`src/rtl/hspsu_pkg.sv`:
```
// Shared codes, types and arithmetic helpers of the humidity sensor poll sequencer.
package hspsu_pkg;

    // Input operation codes carried on tuser.
    localparam logic [1:0] OP_TICK      = 2'd0;
    localparam logic [1:0] OP_SEND_DONE = 2'd1;
    localparam logic [1:0] OP_READ_DONE = 2'd2;

    // Sequencer phases.
    localparam logic [1:0] PH_IDLE = 2'd0;
    localparam logic [1:0] PH_SEND = 2'd1;
    localparam logic [1:0] PH_CONV = 2'd2;
    localparam logic [1:0] PH_READ = 2'd3;

    // Request codes.
    localparam logic [1:0] REQ_NONE    = 2'd0;
    localparam logic [1:0] REQ_MEASURE = 2'd1;
    localparam logic [1:0] REQ_READ    = 2'd2;

    // Status codes.
    localparam logic [2:0] ST_NONE  = 3'd0;
    localparam logic [2:0] ST_OK    = 3'd1;
    localparam logic [2:0] ST_BUS   = 3'd2;
    localparam logic [2:0] ST_CRC   = 3'd3;
    localparam logic [2:0] ST_RANGE = 3'd4;

    // Configuration register indexes.
    localparam logic [2:0] REG_ENABLE    = 3'd0;
    localparam logic [2:0] REG_INTERVAL  = 3'd1;
    localparam logic [2:0] REG_CONV_TIME = 3'd2;
    localparam logic [2:0] REG_MAX_ERR   = 3'd3;
    localparam logic [2:0] REG_RETRY     = 3'd4;

    localparam int CFG_ADDR_W = 3;
    localparam int CFG_DATA_W = 20;

    // Register reset values.
    localparam logic        RST_ENABLE    = 1'b1;
    localparam logic [15:0] RST_INTERVAL  = 16'd2000;
    localparam logic [7:0]  RST_CONV_TIME = 8'd20;
    localparam logic [7:0]  RST_MAX_ERR   = 8'd10;
    localparam logic [19:0] RST_RETRY     = 20'd60000;

    // Conversion constants. Raw words run over 0..65535 (full scale 65535).
    localparam int          WORD_FULL     = 65535;
    localparam logic [14:0] TEMP_SCALE    = 15'd17500;
    localparam logic [30:0] TEMP_OFFSET   = 31'(4500 * WORD_FULL);
    localparam logic [13:0] HUM_SCALE     = 14'd10000;
    localparam logic [13:0] HUM_MAX       = 14'd10000;
    // Raw temperature bounds equivalent to -40.00 .. 125.00 degrees, rounded inward.
    localparam logic [15:0] TEMP_RAW_MIN  = 16'((500 * WORD_FULL + 17499) / 17500);
    localparam logic [15:0] TEMP_RAW_MAX  = 16'((17000 * WORD_FULL) / 17500);

    localparam logic [7:0]  CRC_POLY = 8'h31;
    localparam logic [7:0]  CRC_INIT = 8'hFF;

    // Outcome of checking and converting one six-byte read.
    typedef struct packed {
        logic               crc_ok;
        logic               in_range;
        logic signed [14:0] temp;
        logic [13:0]        hum;
    } read_eval_t;

    // One byte of CRC-8, MSB first, no reflection.
    function automatic logic [7:0] crc8_byte(input logic [7:0] crc_in, input logic [7:0] data);
        logic [7:0] c;
        c = crc_in ^ data;
        for (int b = 0; b < 8; b++) begin
            if (c[7])
            begin
                c = {c[6:0], 1'b0} ^ CRC_POLY;
            end
            else
            begin
                c = {c[6:0], 1'b0};
            end
        end
        return c;
    endfunction

    // Floor of x / 65535 for x below 2^31. Since 65536 = 65535 + 1, the
    // remainder of the shift estimate is the low half plus the quotient,
    // which stays below twice the divisor, so one correction suffices.
    function automatic logic [14:0] div_full(input logic [30:0] x);
        logic [14:0] q0;
        logic [16:0] r;
        q0 = x[30:16];
        r  = {1'b0, x[15:0]} + {2'b00, q0};
        return (r >= 17'(WORD_FULL)) ? q0 + 15'd1 : q0;
    endfunction

endpackage

```
`src/rtl/hspsu_read_eval.sv`:
```
// CRC check, range check and fixed-point conversion of one six-byte sensor read.
module hspsu_read_eval
(
    input  logic [7:0]            temp_high,
    input  logic [7:0]            temp_low,
    input  logic [7:0]            temp_check,
    input  logic [7:0]            hum_high,
    input  logic [7:0]            hum_low,
    input  logic [7:0]            hum_check,
    output hspsu_pkg::read_eval_t result
);

    logic [15:0] raw_t;
    logic [15:0] raw_h;
    logic [30:0] t_prod;
    logic [30:0] t_mag;
    logic        t_pos;
    logic [14:0] t_quot;
    logic [29:0] h_prod;
    logic [14:0] h_quot;
    logic [7:0]  t_crc;
    logic [7:0]  h_crc;

    assign raw_t = {temp_high, temp_low};
    assign raw_h = {hum_high, hum_low};

    assign t_crc = hspsu_pkg::crc8_byte(hspsu_pkg::crc8_byte(hspsu_pkg::CRC_INIT, temp_high),
                                        temp_low);
    assign h_crc = hspsu_pkg::crc8_byte(hspsu_pkg::crc8_byte(hspsu_pkg::CRC_INIT, hum_high),
                                        hum_low);

    // Temperature times 65535 in centidegrees is 17500 * raw - 4500 * 65535.
    // The quotient truncates toward zero, so divide the magnitude.
    assign t_prod = 31'(raw_t) * 31'(hspsu_pkg::TEMP_SCALE);
    assign t_pos  = (t_prod >= hspsu_pkg::TEMP_OFFSET);
    assign t_mag  = t_pos ? (t_prod - hspsu_pkg::TEMP_OFFSET)
                          : (hspsu_pkg::TEMP_OFFSET - t_prod);
    assign t_quot = hspsu_pkg::div_full(t_mag);

    assign h_prod = 30'(raw_h) * 30'(hspsu_pkg::HUM_SCALE);
    assign h_quot = hspsu_pkg::div_full({1'b0, h_prod});

    always_comb
    begin
        result.crc_ok   = (t_crc == temp_check) && (h_crc == hum_check);
        result.in_range = (raw_t >= hspsu_pkg::TEMP_RAW_MIN) &&
                          (raw_t <= hspsu_pkg::TEMP_RAW_MAX);
        result.temp     = t_pos ? $signed(t_quot) : -$signed(t_quot);
        if (h_quot > {1'b0, hspsu_pkg::HUM_MAX})
        begin
            result.hum = hspsu_pkg::HUM_MAX;
        end
        else
        begin
            result.hum = h_quot[13:0];
        end
    end

endmodule

```
`src/rtl/humidity_sensor_poll_sequencer_unit.sv`:
```
// Top level of the humidity sensor poll sequencer: input stage, sequencer and result stage.
//
// Usage. Each input word on the slave stream is one event: a millisecond tick,
// a measure command send finished, or a six-byte read finished (kind on tuser,
// bus status and the six read bytes on tdata). For every input word the block
// returns exactly one output word on the master stream carrying the request to
// issue (none, measure command or six-byte read), the last status, the last
// good temperature and humidity in hundredths, a fresh-reading flag, the
// cooldown flag and the consecutive failure count.
// An input word waits in the input register, then passes through the sequencer logic into
// the result register. Throughput is one word per cycle while the receiver does not stall;
// the only loop is the sequencer state update.
// The input register accepts a new word whenever it is empty or its word moves
// on in the same cycle, so a waiting result does not block input. When the
// receiver stalls, the result register holds, then the input register fills,
// and only then is s_axis_tready dropped.
// Reset clears both stages, puts the sequencer in its idle phase with all counters and
// stored readings at zero, and loads the configuration defaults (enabled, 2000 ms interval,
// 20 ms conversion, 10 failures, 60000 ms retry). Configuration is written through
// cfg_wr_en/cfg_addr/cfg_wdata, by the user only while idle; the block does not enforce it.
module humidity_sensor_poll_sequencer_unit
(
    input  logic                             clk,
    input  logic                             rst_n,
    // Configuration write port.
    input  logic                             cfg_wr_en,
    input  logic [hspsu_pkg::CFG_ADDR_W-1:0] cfg_addr,
    input  logic [hspsu_pkg::CFG_DATA_W-1:0] cfg_wdata,
    // Input stream.
    input  logic                             s_axis_tvalid,
    output logic                             s_axis_tready,
    // bus_ok[0], temp_high[8:1], temp_low[16:9], temp_check[24:17],
    // hum_high[32:25], hum_low[40:33], hum_check[48:41], zero fill [55:49]
    input  logic [55:0]                      s_axis_tdata,
    // operation[1:0]
    input  logic [1:0]                       s_axis_tuser,
    // Output stream.
    output logic                             m_axis_tvalid,
    input  logic                             m_axis_tready,
    // request[1:0], status[4:2], temperature_centi[19:5], humidity_centi[33:20],
    // reading_fresh[34], cooling_down[35], failures[43:36], zero fill [47:44]
    output logic [47:0]                      m_axis_tdata
);

    // Configuration registers.
    logic        enable_reg;
    logic [15:0] interval_reg;
    logic [7:0]  conv_time_reg;
    logic [7:0]  max_err_reg;
    logic [19:0] retry_reg;

    // Input stage.
    logic        in_valid_reg;
    logic        in_valid_next;
    logic [1:0]  in_op_reg;
    logic        in_ok_reg;
    logic [7:0]  in_th_reg;
    logic [7:0]  in_tl_reg;
    logic [7:0]  in_tc_reg;
    logic [7:0]  in_hh_reg;
    logic [7:0]  in_hl_reg;
    logic [7:0]  in_hc_reg;

    // Sequencer state.
    logic [1:0]         phase_reg,  phase_next;
    logic [15:0]        since_reg,  since_next;
    logic [7:0]         conv_reg,   conv_next;
    logic [7:0]         fail_reg,   fail_next;
    logic [19:0]        cool_reg,   cool_next;
    logic [2:0]         status_reg, status_next;
    logic signed [14:0] temp_reg,   temp_next;
    logic [13:0]        hum_reg,    hum_next;

    // Result stage.
    logic               out_valid_reg;
    logic [1:0]         out_req_reg;
    logic [2:0]         out_status_reg;
    logic signed [14:0] out_temp_reg;
    logic [13:0]        out_hum_reg;
    logic               out_fresh_reg;
    logic               out_cool_reg;
    logic [7:0]         out_fail_reg;

    logic               in_take;
    logic               step;
    logic [1:0]         request;
    logic               fresh;
    logic [7:0]         fail_inc;
    logic [19:0]        cool_load;
    logic               run;
    hspsu_pkg::read_eval_t rd;

    // The sequencer advances when an input word is present and the result
    // register is free or being emptied in this cycle.
    assign step          = in_valid_reg && (!out_valid_reg || m_axis_tready);
    assign s_axis_tready = !in_valid_reg || step;
    assign in_take       = s_axis_tvalid && s_axis_tready;

    always_comb
    begin
        if (in_take)
        begin
            in_valid_next = 1'b1;
        end
        else if (step)
        begin
            in_valid_next = 1'b0;
        end
        else
        begin
            in_valid_next = in_valid_reg;
        end
    end

    hspsu_read_eval u_read_eval
    (
        .temp_high  (in_th_reg),
        .temp_low   (in_tl_reg),
        .temp_check (in_tc_reg),
        .hum_high   (in_hh_reg),
        .hum_low    (in_hl_reg),
        .hum_check  (in_hc_reg),
        .result     (rd)
    );

    // Failure bookkeeping shared by send and read failures.
    assign fail_inc  = (fail_reg == 8'hFF) ? fail_reg : fail_reg + 8'd1;
    assign cool_load = (retry_reg == 20'd0) ? 20'd1 : retry_reg;

    always_comb
    begin
        phase_next  = phase_reg;
        since_next  = since_reg;
        conv_next   = conv_reg;
        fail_next   = fail_reg;
        cool_next   = cool_reg;
        status_next = status_reg;
        temp_next   = temp_reg;
        hum_next    = hum_reg;
        request     = hspsu_pkg::REQ_NONE;
        fresh       = 1'b0;
        run         = 1'b1;

        if (enable_reg)
        begin
            if (in_op_reg == hspsu_pkg::OP_TICK)
            begin
                if (since_reg != 16'hFFFF)
                begin
                    since_next = since_reg + 16'd1;
                end
                if (cool_reg > 20'd1)
                begin
                    // Cooldown swallows the tick after counting it down.
                    cool_next = cool_reg - 20'd1;
                    run       = 1'b0;
                end
                else if (cool_reg == 20'd1)
                begin
                    cool_next  = 20'd0;
                    fail_next  = 8'd0;
                    phase_next = hspsu_pkg::PH_IDLE;
                end
                if (run)
                begin
                    if (phase_next == hspsu_pkg::PH_IDLE)
                    begin
                        if (since_next >= interval_reg)
                        begin
                            request    = hspsu_pkg::REQ_MEASURE;
                            phase_next = hspsu_pkg::PH_SEND;
                        end
                    end
                    else if (phase_next == hspsu_pkg::PH_CONV)
                    begin
                        if (conv_reg != 8'hFF)
                        begin
                            conv_next = conv_reg + 8'd1;
                        end
                        if (conv_next >= conv_time_reg)
                        begin
                            request    = hspsu_pkg::REQ_READ;
                            phase_next = hspsu_pkg::PH_READ;
                        end
                    end
                end
            end
            else if (cool_reg == 20'd0)
            begin
                if (in_op_reg == hspsu_pkg::OP_SEND_DONE && phase_reg == hspsu_pkg::PH_SEND)
                begin
                    if (in_ok_reg)
                    begin
                        phase_next = hspsu_pkg::PH_CONV;
                        conv_next  = 8'd0;
                    end
                    else
                    begin
                        // A failed send does not restart the interval.
                        phase_next  = hspsu_pkg::PH_IDLE;
                        status_next = hspsu_pkg::ST_BUS;
                        fail_next   = fail_inc;
                        if (fail_inc >= max_err_reg)
                        begin
                            cool_next = cool_load;
                        end
                    end
                end
                else if (in_op_reg == hspsu_pkg::OP_READ_DONE &&
                         phase_reg == hspsu_pkg::PH_READ)
                begin
                    phase_next = hspsu_pkg::PH_IDLE;
                    since_next = 16'd0;
                    if (!in_ok_reg || !rd.crc_ok)
                    begin
                        status_next = in_ok_reg ? hspsu_pkg::ST_CRC : hspsu_pkg::ST_BUS;
                        fail_next   = fail_inc;
                        if (fail_inc >= max_err_reg)
                        begin
                            cool_next = cool_load;
                        end
                    end
                    else if (!rd.in_range)
                    begin
                        // Out-of-range readings leave the failure count alone.
                        status_next = hspsu_pkg::ST_RANGE;
                    end
                    else
                    begin
                        temp_next   = rd.temp;
                        hum_next    = rd.hum;
                        status_next = hspsu_pkg::ST_OK;
                        fail_next   = 8'd0;
                        fresh       = 1'b1;
                    end
                end
            end
        end
    end

    // Configuration writes.
    always_ff @(posedge clk or negedge rst_n)
    begin
        if (!rst_n)
        begin
            enable_reg    <= hspsu_pkg::RST_ENABLE;
            interval_reg  <= hspsu_pkg::RST_INTERVAL;
            conv_time_reg <= hspsu_pkg::RST_CONV_TIME;
            max_err_reg   <= hspsu_pkg::RST_MAX_ERR;
            retry_reg     <= hspsu_pkg::RST_RETRY;
        end
        else if (cfg_wr_en)
        begin
            case (cfg_addr)
                hspsu_pkg::REG_ENABLE:    enable_reg    <= cfg_wdata[0];
                hspsu_pkg::REG_INTERVAL:  interval_reg  <= cfg_wdata[15:0];
                hspsu_pkg::REG_CONV_TIME: conv_time_reg <= cfg_wdata[7:0];
                hspsu_pkg::REG_MAX_ERR:   max_err_reg   <= cfg_wdata[7:0];
                hspsu_pkg::REG_RETRY:     retry_reg     <= cfg_wdata[19:0];
                default:                  ;
            endcase
        end
    end

    // Input stage control.
    always_ff @(posedge clk or negedge rst_n)
    begin
        if (!rst_n)
        begin
            in_valid_reg <= 1'b0;
        end
        else
        begin
            in_valid_reg <= in_valid_next;
        end
    end

    // Input stage payload.
    always_ff @(posedge clk)
    begin
        if (in_take)
        begin
            in_op_reg <= s_axis_tuser;
            in_ok_reg <= s_axis_tdata[0];
            in_th_reg <= s_axis_tdata[8:1];
            in_tl_reg <= s_axis_tdata[16:9];
            in_tc_reg <= s_axis_tdata[24:17];
            in_hh_reg <= s_axis_tdata[32:25];
            in_hl_reg <= s_axis_tdata[40:33];
            in_hc_reg <= s_axis_tdata[48:41];
        end
    end

    // Sequencer state and result valid.
    always_ff @(posedge clk or negedge rst_n)
    begin
        if (!rst_n)
        begin
            phase_reg     <= hspsu_pkg::PH_IDLE;
            since_reg     <= 16'd0;
            conv_reg      <= 8'd0;
            fail_reg      <= 8'd0;
            cool_reg      <= 20'd0;
            status_reg    <= hspsu_pkg::ST_NONE;
            temp_reg      <= 15'sd0;
            hum_reg       <= 14'd0;
            out_valid_reg <= 1'b0;
        end
        else
        begin
            if (step)
            begin
                phase_reg  <= phase_next;
                since_reg  <= since_next;
                conv_reg   <= conv_next;
                fail_reg   <= fail_next;
                cool_reg   <= cool_next;
                status_reg <= status_next;
                temp_reg   <= temp_next;
                hum_reg    <= hum_next;
                out_valid_reg <= 1'b1;
            end
            else if (m_axis_tready)
            begin
                out_valid_reg <= 1'b0;
            end
        end
    end

    // Result payload.
    always_ff @(posedge clk)
    begin
        if (step)
        begin
            out_req_reg    <= request;
            out_status_reg <= status_next;
            out_temp_reg   <= temp_next;
            out_hum_reg    <= hum_next;
            out_fresh_reg  <= fresh;
            out_cool_reg   <= (cool_next != 20'd0);
            out_fail_reg   <= fail_next;
        end
    end

    assign m_axis_tvalid = out_valid_reg;
    assign m_axis_tdata  = {4'b0000, out_fail_reg, out_cool_reg, out_fresh_reg, out_hum_reg,
                            out_temp_reg, out_status_reg, out_req_reg};

endmodule
```
`config.mk`:
```
export PLATFORM = sky130hd
export DESIGN_NAME = humidity_sensor_poll_sequencer_unit
export DESIGN_NICKNAME = d
export VERILOG_FILES = /design/src/rtl/hspsu_pkg.sv /design/src/rtl/hspsu_read_eval.sv /design/src/rtl/humidity_sensor_poll_sequencer_unit.sv
export SDC_FILE = /design/constraint.sdc
export NUM_CORES = 1
export LEC_CHECK = 0
export ABC_AREA = 0
export BUFFER_PORTS_ARGS = -buffer_cell sky130_fd_sc_hd__buf_2
export CAP_MARGIN = 20
export CORE_MARGIN = 3
export CORE_UTILIZATION = 50
export CTS_CLUSTER_SIZE = 12
export DETAILED_ROUTE_END_ITERATION = 16
export HOLD_SLACK_MARGIN = 0.15
export PLACE_DENSITY = 0.68
export SLEW_MARGIN = 5
export SYNTH_ARGS = -nofsm -noshare
export SYNTH_HDL_FRONTEND = slang
export SYNTH_SLANG_ARGS = --single-unit
```
`constraint.sdc`:
```
create_clock -name clk -period 19.5 [get_ports clk]
set_input_delay 1.95 -clock clk [delete_from_list [all_inputs] [get_ports clk]]
set_output_delay 1.95 -clock clk [all_outputs]
set_load 0.03 [all_outputs]
```
==> metrics.txt, run 1 <==
post_cts resized=0; CTS tree=done; Post-DRT Antenna Nets=0; GRT Residual Overflow=0; Setup crit start=in_th_reg[4]$_DFFE_PP_; worst hold path stage count=2; Worst Reg2Reg Path Length in Cells=39; unrepaired setup endpoints after global routing=false; Setup crit end kind=register; CP Launch Type=register; number of global-route vias before repair=around 19k; PortBufs=approximately 120; 1st-iter DRT viols=~1.6k; number of buffers created by CTS=26; post-synthesis simple-gate area fraction=15.78%; critical path's top delay family=compound AO/OA/AOI/OAI gates; Reg-to-Reg Start=in_th_reg[4]$_DFFE_PP_; Worst Path Required=19.77 ns; Slowest-stage cell, CP=xnor2_1; Max-Cap Viols=0; Least-Margin Pin Slew=around 1.1 ns; max incr delay on CP=roughly 0.84 ns; Adder-Cell Fraction of Synth Area=between 20% and 30%; first-pass GRT wire length=about 98 mm; Die Wd=roughly 220 µm; Finished Core Util=between 50% and 60%; Die Area=between 0.04 and 0.05 mm²; post-synthesis mux area share=3.613%; routed wire length per instance=between 15 and 20 µm; Cell Area, Synth=0.02320 mm²; P&R area growth vs syn=8.510%; setup tns final=0 ns; clk sinks=between 200 and 250; Yosys cell types=around 120; setup repair bufs after CTS=0; largest family of logic cells by synthesized area=adder cells; fill count=roughly 4k; Post-Syn Instances=about 2.5k; Seq. cell area=~0.0064 mm²; Post-synth ARST share=between 50% and 60%; Vias=around 19k; main area contributors after synthesis=ha_1, dfrtp_1, edfxtp_1; area of the multi-input gates=0.01543 mm²; critical path type=reg2reg; root buf cell=clkbuf_16; Main synth FF type=dfrtp_1; Layout Cell Area excl Fill=0.02517 mm²; # diodes=0; WP buf/inv=6; fin. max-slew vios=0; fin crit period=between 10 and 15 ns; Die Y=around 220 µm; DRT Wirelength=between 50 and 60 mm; R2R Setup Slk=approximately 7.6 ns; Skew-Pair Late Insertion Delay=~0.56 ns; worst-path fanout max=26; # setup viols final=0; dominant cell type by area after synthesis=ha_1; share of layout cells above drive strength 1=about an eighth; # IOs=136; worst hold-check path type=reg2reg; Peak Freq=approximately 84 MHz; CP endpoint=out_temp_reg[12]$_DFFE_PP_; Placed Area=0.02438 mm²; GPL Wtd Cong=about 0.93; largest net degree at the start of global routing=75; area fraction of the dominant cell type after synthesis=a little over an eighth; drt drc=0; Rel. slew slack=between 20% and 30%; Via density=approximately 6; Worst-path clk slew=0.06 ns; number of synthesized flops with an enable pin=95; final hold slack=0.4761 ns; Starting Density=50.90%; Final Skew=0.02225 ns; Final Cycle Share=approximately three fifths; XOR/XNOR share of the synthesized area=between 7 and 8%; part of the Yosys area used for sequential elements=between 20% and 30%; Synth Area in Compound Gates=a little under a fifth; critical path arrival=roughly 12 ns; register bit total from synthesis=approximately 240; Rows=between 70 and 80; status=finished, final reports clean; final hold violations=0; # nets final=3036; initial antenna violation count=0; clk buf depth=3; core area=between 0.04 and 0.05 mm²; cts hold-fix bufs=0; r2r endpoint=out_temp_reg[12]$_DFFE_PP_; Avg Inst Size Synth=between 9 and 10 µm²; H-tree levels=1; synth warn=0; Post-DP HPWL=46.99 mm; CP Depth=39; GRT Total Usage=a little under a quarter; drt first pass iters=6
Yosys cell counts (18+ instances only):
master and number:
xnor3_1 18, edfxtp_1 95, xnor2_1 112, inv_1 269, a21oi_1 136, a211oi_1 21
dfrtp_1 123, nor2b_1 21, o21ai_0 156, nand3_1 64, nand2_1 213, clkbuf_1 46
nand2b_1 21, mux2_2 54, mux2i_1 23, a21o_1 36, and2_1 23, dfstp_2 18
ha_1 249, nand4_1 33, nor3_1 38, o211ai_1 30, o21a_1 18, and3_1 34
fa_1 82, xor2_1 45, nor4_1 20, nor2_1 156
through the flow:
| stage | setup slack [ns] | std cells |
|---|---|---|
| global placement | 7.873 | 3191 |
| floorplan | 9.099 | 2523 |
| global route | 6.728 | 3239 |
| detailed placement | 7.717 | 3191 |
| CTS | 7.628 | 3239 |
| finish | 7.566 | 3239 |
cell usage in the layout (no fill, tap or decap), drive strengths merged, types with 36 or more instances in the layout:
master  Yosys  routed
nand3      65      65
nor2      159     159
fa         82      82
buf        30     144
a21oi     146     146
dfrtp     123     123
xor2       46      46
nand2     215     215
ha        249     249
o21ai     168     168
xnor2     114     114
mux2       54      54
a21o       36      36
inv       272     274
nor3       39      39
edfxtp     95      95
cell type report:
class / instances / share of cell area, %
Multi-Input combinational cell: 1938 / 61.28
Sequential cell: 236 / 25.44
Inverter: 273 / 4.071
Timing Repair Buffer: 144 / 3.086
Tap cell: 600 / 2.982
Clock buffer: 35 / 2.758
Clock inverter: 13 / 0.3827
worst reg2reg max path: cells and delay by family (launching register included):
family / cells / cell delay [ns]
fa+ha+maj: 8 / 3.26
compound gates: 15 / 4.55
simple gates: 7 / 1.28
flops: 1 / 0.65
buf+inv: 6 / 0.69
xor+xnor: 3 / 1.21
cell families after synthesis:
kind of cell,after synthesis
other,1
AO/OA/AOI/OAI,624
flip-flops,236
AND/OR/NAND/NOR,723
adder cells (fa/ha/maj),331
multiplexers,77
XOR/XNOR,179
buffers and inverters,349
how the worst min path moves through the flow:
stage	endpoint	startpoint
floorplan	hum_reg[1]$_DFFE_PN0P_	hum_reg[1]$_DFFE_PN0P_
global placement	hum_reg[1]$_DFFE_PN0P_	hum_reg[1]$_DFFE_PN0P_
detailed placement	temp_reg[2]$_DFFE_PN0P_	temp_reg[2]$_DFFE_PN0P_
CTS	temp_reg[2]$_DFFE_PN0P_	temp_reg[2]$_DFFE_PN0P_
global route	hum_reg[6]$_DFFE_PN0P_	hum_reg[6]$_DFFE_PN0P_
finish	hum_reg[1]$_DFFE_PN0P_	hum_reg[1]$_DFFE_PN0P_
routing by layer:
| layer | track usage [%] | share of wire, % | vias up |
|---|---|---|---|
| met3 | 2.812 | 4.9 | 100 |
| li1 | - | - | 9258 |
| met2 | 39.19 | 46 | 507 |
| met1 | 33.45 | 45 | 9219 |
| met5 | 0 | 0 | - |
| met4 | 7.229 | 3.3 | 0 |
Power of run 1 is not shown: default switching activity piles up to over one toggle a cycle in this logic, so the estimate is an artifact.
==> run 2: changes to the inputs <==
--- a/config.mk
+++ b/config.mk
@@ -13,7 +13,7 @@
 export CTS_CLUSTER_SIZE = 12
 export DETAILED_ROUTE_END_ITERATION = 16
 export HOLD_SLACK_MARGIN = 0.15
-export PLACE_DENSITY = 0.68
+export PLACE_DENSITY = 0.7
 export SLEW_MARGIN = 5
 export SYNTH_ARGS = -nofsm -noshare
 export SYNTH_HDL_FRONTEND = slang
==> constraint.sdc (replaced) <==
create_clock -name clk -period 9.6 [get_ports clk]
set_input_delay 0.96 -clock clk [delete_from_list [all_inputs] [get_ports clk]]
set_output_delay 0.96 -clock clk [all_outputs]
set_load 0.03 [all_outputs]
==> metrics.txt, run 2 (same netlist as run 1, synthesis figures left out) <==
Non-Filler Instances=approximately 3.6k; DRT Wirelength=roughly 65 mm; fill count=between 3k and 4k; Finished Core Util=between 60% and 70%; Worst Reg2Reg Path Length in Cells=39; 1st-iter DRT viols=approximately 1.3k; first-pass GRT wire length=106.1 mm; core area=~0.046 mm²; # nets final=about 3.4k; CTS tree=done; initial antenna violation count=0; critical path type=reg2reg; critical path's top delay family=compound AO/OA/AOI/OAI gates; Die Y=221.4 µm; root buf cell=clkbuf_16; drt drc=0; Setup crit start=in_th_reg[4]$_DFFE_PP_; post-placement cell count=between 3k and 4k; Starting Density=~51%; GRT Residual Overflow=0; worst hold-check path type=in2async; # diodes=0; GPL Wtd Cong=0.9266; Skew-Pair Late Insertion Delay=0.55 ns; drt first pass iters=5; clk sinks=236; P&R area growth vs syn=26.04%; Post-DP HPWL=around 50 mm; Rel. slew slack=34.32%; largest net degree at the start of global routing=95; unrepaired setup endpoints after global routing=true; worst-path fanout max=8; most frequent cells in the layout=buf_4, inv_1, ha_1; Reg-to-Reg Start=in_th_reg[4]$_DFFE_PP_; CP Depth=39; Final Skew=0.01490 ns; H-tree levels=1; CP endpoint=out_temp_reg[12]$_DFFE_PP_; Max-Cap Viols=0; cts hold-fix bufs=0; share of layout cells above drive strength 1=approximately 28%; number of buffers created by CTS=26; # setup viols final=4; clk buf depth=3; most used cell, CP=buf_6; max incr delay on CP=around 0.58 ns; Die Wd=~220 µm; Setup crit end kind=register; WP buf/inv=6; failing checks=setup timing; final hold violations=0; Vias=between 20k and 25k; Die Area=0.04902 mm²; PortBufs=124; Worst Path Required=roughly 9.9 ns; Rows=78; CP Launch Type=register; Final Cycle Share=101.1%; Least-Margin Pin Slew=between 0.9 and 1 ns; Post-DRT Antenna Nets=0; fin crit period=a little under 10 ns; routed wire length per instance=roughly 18 µm; final worst slack=-0.1014 ns; critical path arrival=9.98 ns; Peak Freq=between 100 and 150 MHz; Worst-path clk slew=approximately 0.060 ns; r2r endpoint=out_temp_reg[12]$_DFFE_PP_; most common cell after layout, fill and taps aside=buf_4; fin. max-slew vios=0; number of global-route vias before repair=roughly 21k; # IOs=about 140; Slowest-stage cell, CP=fa_2; GRT Total Usage=around 26%; R2R Setup Slk=-0.10 ns; status=finished with violations; Via density=roughly 5.7
==> run 2: changes by cell type in the layout (fill, tap and decap cells not counted), sizes merged <==
| cell | delta |
|---|---|
| buf | +354 |
| inv | -1 |
| clkinvlp | +2 |
| clkbuf | +6 |
| clkinv | -6 |
==> run 2: per-stage QoR <==
stage / hold WS [ns] / setup TNS (ns) / setup slack, ns / area (µm²)
2_1_floorplan: 0.4391 / 0 / 0.007232 / 23430
3_3_place_gp: 0.4539 / -3.537 / -0.3047 / 26670
3_5_place_dp: 0.4615 / -6.678 / -0.5223 / 26670
4_1_cts: 0.4746 / -0.01750 / -0.01476 / 28420
5_1_grt: 0.4984 / -4.868 / -0.4668 / 29240
6_report: 0.4810 / -0.2361 / -0.1014 / 29240
==> run 2: layout make-up <==
cell class / count / area (µm²) / share of cell area (%)
Sequential cell: 236 / 6404 / 21.90
Clock inverter: 8 / 80.08 / 0.2739
Tap cell: 600 / 750.7 / 2.567
Multi-Input combinational cell: 1938 / 16670 / 57.00
Clock buffer: 40 / 753.2 / 2.576
Timing Repair Buffer: 499 / 3561 / 12.18
Inverter: 273 / 1025 / 3.504
==> run 2: metal layers <==
layer	part of all wire, %	global-route usage [%]	up-vias
met5	0	0	-
met4	3.1	7.624	0
met3	5.7	3.781	126
met2	48	43.92	642
met1	43	34.40	9940
li1	-	-	9952
==> run 2: worst min path at each step <==
stage	start	endpoint	slack, ns	cells past startpoint
after floorplan	hum_reg[1]$_DFFE_PN0P_	hum_reg[1]$_DFFE_PN0P_	0.44	2
after global placement	hum_reg[1]$_DFFE_PN0P_	hum_reg[1]$_DFFE_PN0P_	0.45	2
after detailed placement	hum_reg[1]$_DFFE_PN0P_	hum_reg[1]$_DFFE_PN0P_	0.46	2
after CTS	hum_reg[1]$_DFFE_PN0P_	hum_reg[1]$_DFFE_PN0P_	0.47	2
after global routing	temp_reg[0]$_DFFE_PN0P_	temp_reg[0]$_DFFE_PN0P_	0.50	2
final	rst_n	fail_reg[3]$_DFFE_PN0P_	0.48	1
==> run 2: what timing repair did <==
item / in CTS / in global routing
setup buffers: 38 / 39
endpoints found under the setup margin: 22 / 48
resized for setup: 120 / 95
pin swaps: 73 / 55
Power of run 2 is left out for the same reason.
==> run 3: changes to the inputs <==
--- a/config.mk
+++ b/config.mk
@@ -14,7 +14,9 @@
 export DETAILED_ROUTE_END_ITERATION = 16
 export HOLD_SLACK_MARGIN = 0.15
 export PLACE_DENSITY = 0.7
+export REMOVE_ABC_BUFFERS = 1
 export SLEW_MARGIN = 5
 export SYNTH_ARGS = -nofsm -noshare
 export SYNTH_HDL_FRONTEND = slang
 export SYNTH_SLANG_ARGS = --single-unit
+export TNS_END_PERCENT = 5
==> metrics.txt, run 3 (same netlist as run 1, synthesis figures left out) <==
fin. max-slew vios=0; Final Skew=approximately 0.019 ns; root buf cell=clkbuf_16; GRT met1 Usage=approximately a third; initial antenna violation count=2; 1st-iter DRT viols=about 1.4k; most frequent cells in the layout=buf_4, inv_1, ha_1; clk sinks=around 240; area of the multi-input gates=approximately 0.016 mm²; unrepaired setup endpoints after global routing=true; number of buffers created by CTS=27; Skew-Pair Late Insertion Delay=about 0.57 ns; Worst Path Required=roughly 9.9 ns; Peak Freq=approximately 100 MHz; worst-path fanout max=8; final hold violations=0; Vias=20.73k; CP Launch Type=register; setup tns final=-1.122 ns; clk buf depth=3; max incr delay on CP=between 0.5 and 0.6 ns; Die Wd=221.4 µm; final hold slack=around 0.45 ns; # setup viols final=12; GRT Residual Overflow=0; core area=around 0.046 mm²; GPL Wtd Cong=around 0.91; cts hold-fix bufs=0; Worst-path clk slew=approximately 0.060 ns; worst hold-check path type=in2async; DRT Wirelength=roughly 64 mm; failing checks=setup timing; Layout Cell Area excl Fill=a little under 0.03 mm²; drt drc=0; number of global-route vias before repair=about 21k; PortBufs=~120; share of layout cells above drive strength 1=27.19%; Slowest-stage cell, CP=or4b_4; routed wire length per instance=17.80 µm; critical path arrival=between 10 and 15 ns; fin crit period=roughly 9.9 ns; # IOs=136; drt first pass iters=6; Least-Margin Pin Slew=around 1.1 ns; routing usage on met3=around 3.6%; Placed Area=0.02664 mm²; Seq. cell area=around 0.0064 mm²; H-tree levels=1; first-pass GRT wire length=roughly 100 mm; Max-Cap Viols=0; P&R area growth vs syn=24.66%; Post-DRT Antenna Nets=0; fill count=roughly 3.7k; # nets final=3405; Rel. slew slack=21.38%; Die Y=approximately 220 µm; Rows=between 70 and 80; critical path type=reg2reg; # diodes=0; status=finished with violations; CTS tree=done; most common cell after layout, fill and taps aside=buf_4; Final Cycle Share=102.6%; Place WS=-0.7879 ns; most used routing layer=met2; GRT Total Usage=about a quarter; largest net degree at the start of global routing=86; final worst slack=-0.2536 ns; Die Area=about 0.049 mm²; most used cell, CP=buf_4; Starting Density=slightly above 50%; Post-DP HPWL=49.64 mm; met2 track demand over resource=between 40% and 50%; Via density=approximately 5.7; Setup crit end kind=register
run 3: changes by cell type in the layout (fill, tap and decap cells not counted), moves of 4 or more:
cell,change
a21oi_1,+5
a21oi_2,-5
a31oi_2,+4
buf_4,+25
buf_6,-9
ha_1,+4
ha_4,-4
inv_1,+7
inv_2,-7
o21ai_0,+4
o21ai_4,-4
xnor2_1,+8
xnor2_2,-6
run 3: critical path: cells and delay by family, from the launching register on:
kind	cells	cell delay, ns
adder cells (fa/ha/maj)	8	2.75
XOR/XNOR	2	0.32
AND/OR/NAND/NOR	2	0.61
flip-flops	1	0.49
buffers and inverters	7	0.91
AO/OA/AOI/OAI	16	3.47
multiplexers	4	1.02
run 3: final timing paths:
path | startpoint | endpoint | slack (ns) | depth (start not counted)
worst max register to register | in_th_reg[1]$_DFFE_PP_ | out_temp_reg[10]$_DFFE_PP_ | -0.25 | 39
min in group clk | temp_reg[0]$_DFFE_PN0P_ | temp_reg[0]$_DFFE_PN0P_ | 0.48 | 2
worst min register to register | temp_reg[0]$_DFFE_PN0P_ | temp_reg[0]$_DFFE_PN0P_ | 0.48 | 2
max in group asynchronous | rst_n | since_reg[5]$_DFFE_PN0P_ | 7.90 | 2
worst max-delay path | in_th_reg[1]$_DFFE_PP_ | out_temp_reg[10]$_DFFE_PP_ | -0.25 | 39
worst min-delay path | rst_n | temp_reg[6]$_DFFE_PN0P_ | 0.45 | 1
run 3: repair_timing:
item                                    CTS  global route
endpoints found under the setup margin   28            50
resized for setup                       116            66
pin swaps                                73            59
setup buffers                            48            21
run 3: layer usage:
metal	up-vias	routed length, µm
met5	-	22
met4	4	1760
met3	122	3449
met2	599	30110
met1	10008	28900
li1	9992	-
run 3: through the flow:
step / std cells / utilization, %
3_5_place_dp: 3491 / 58.44
4_1_cts: 3587 / 62.43
3_3_place_gp: 3491 / 58.44
5_1_grt: 3609 / 63.46
2_1_floorplan: 2447 / -
6_report: 3609 / 63.46
run 3: layout make-up:
class	instances	area share, %
multi-input cells	1938	56.45
flip-flops and latches	236	22.14
repair buffers	512	12.42
inverters	273	3.543
clock inverters	11	0.2855
well taps	600	2.596
clock buffers	39	2.561
Power of run 3 is left out for the same reason.
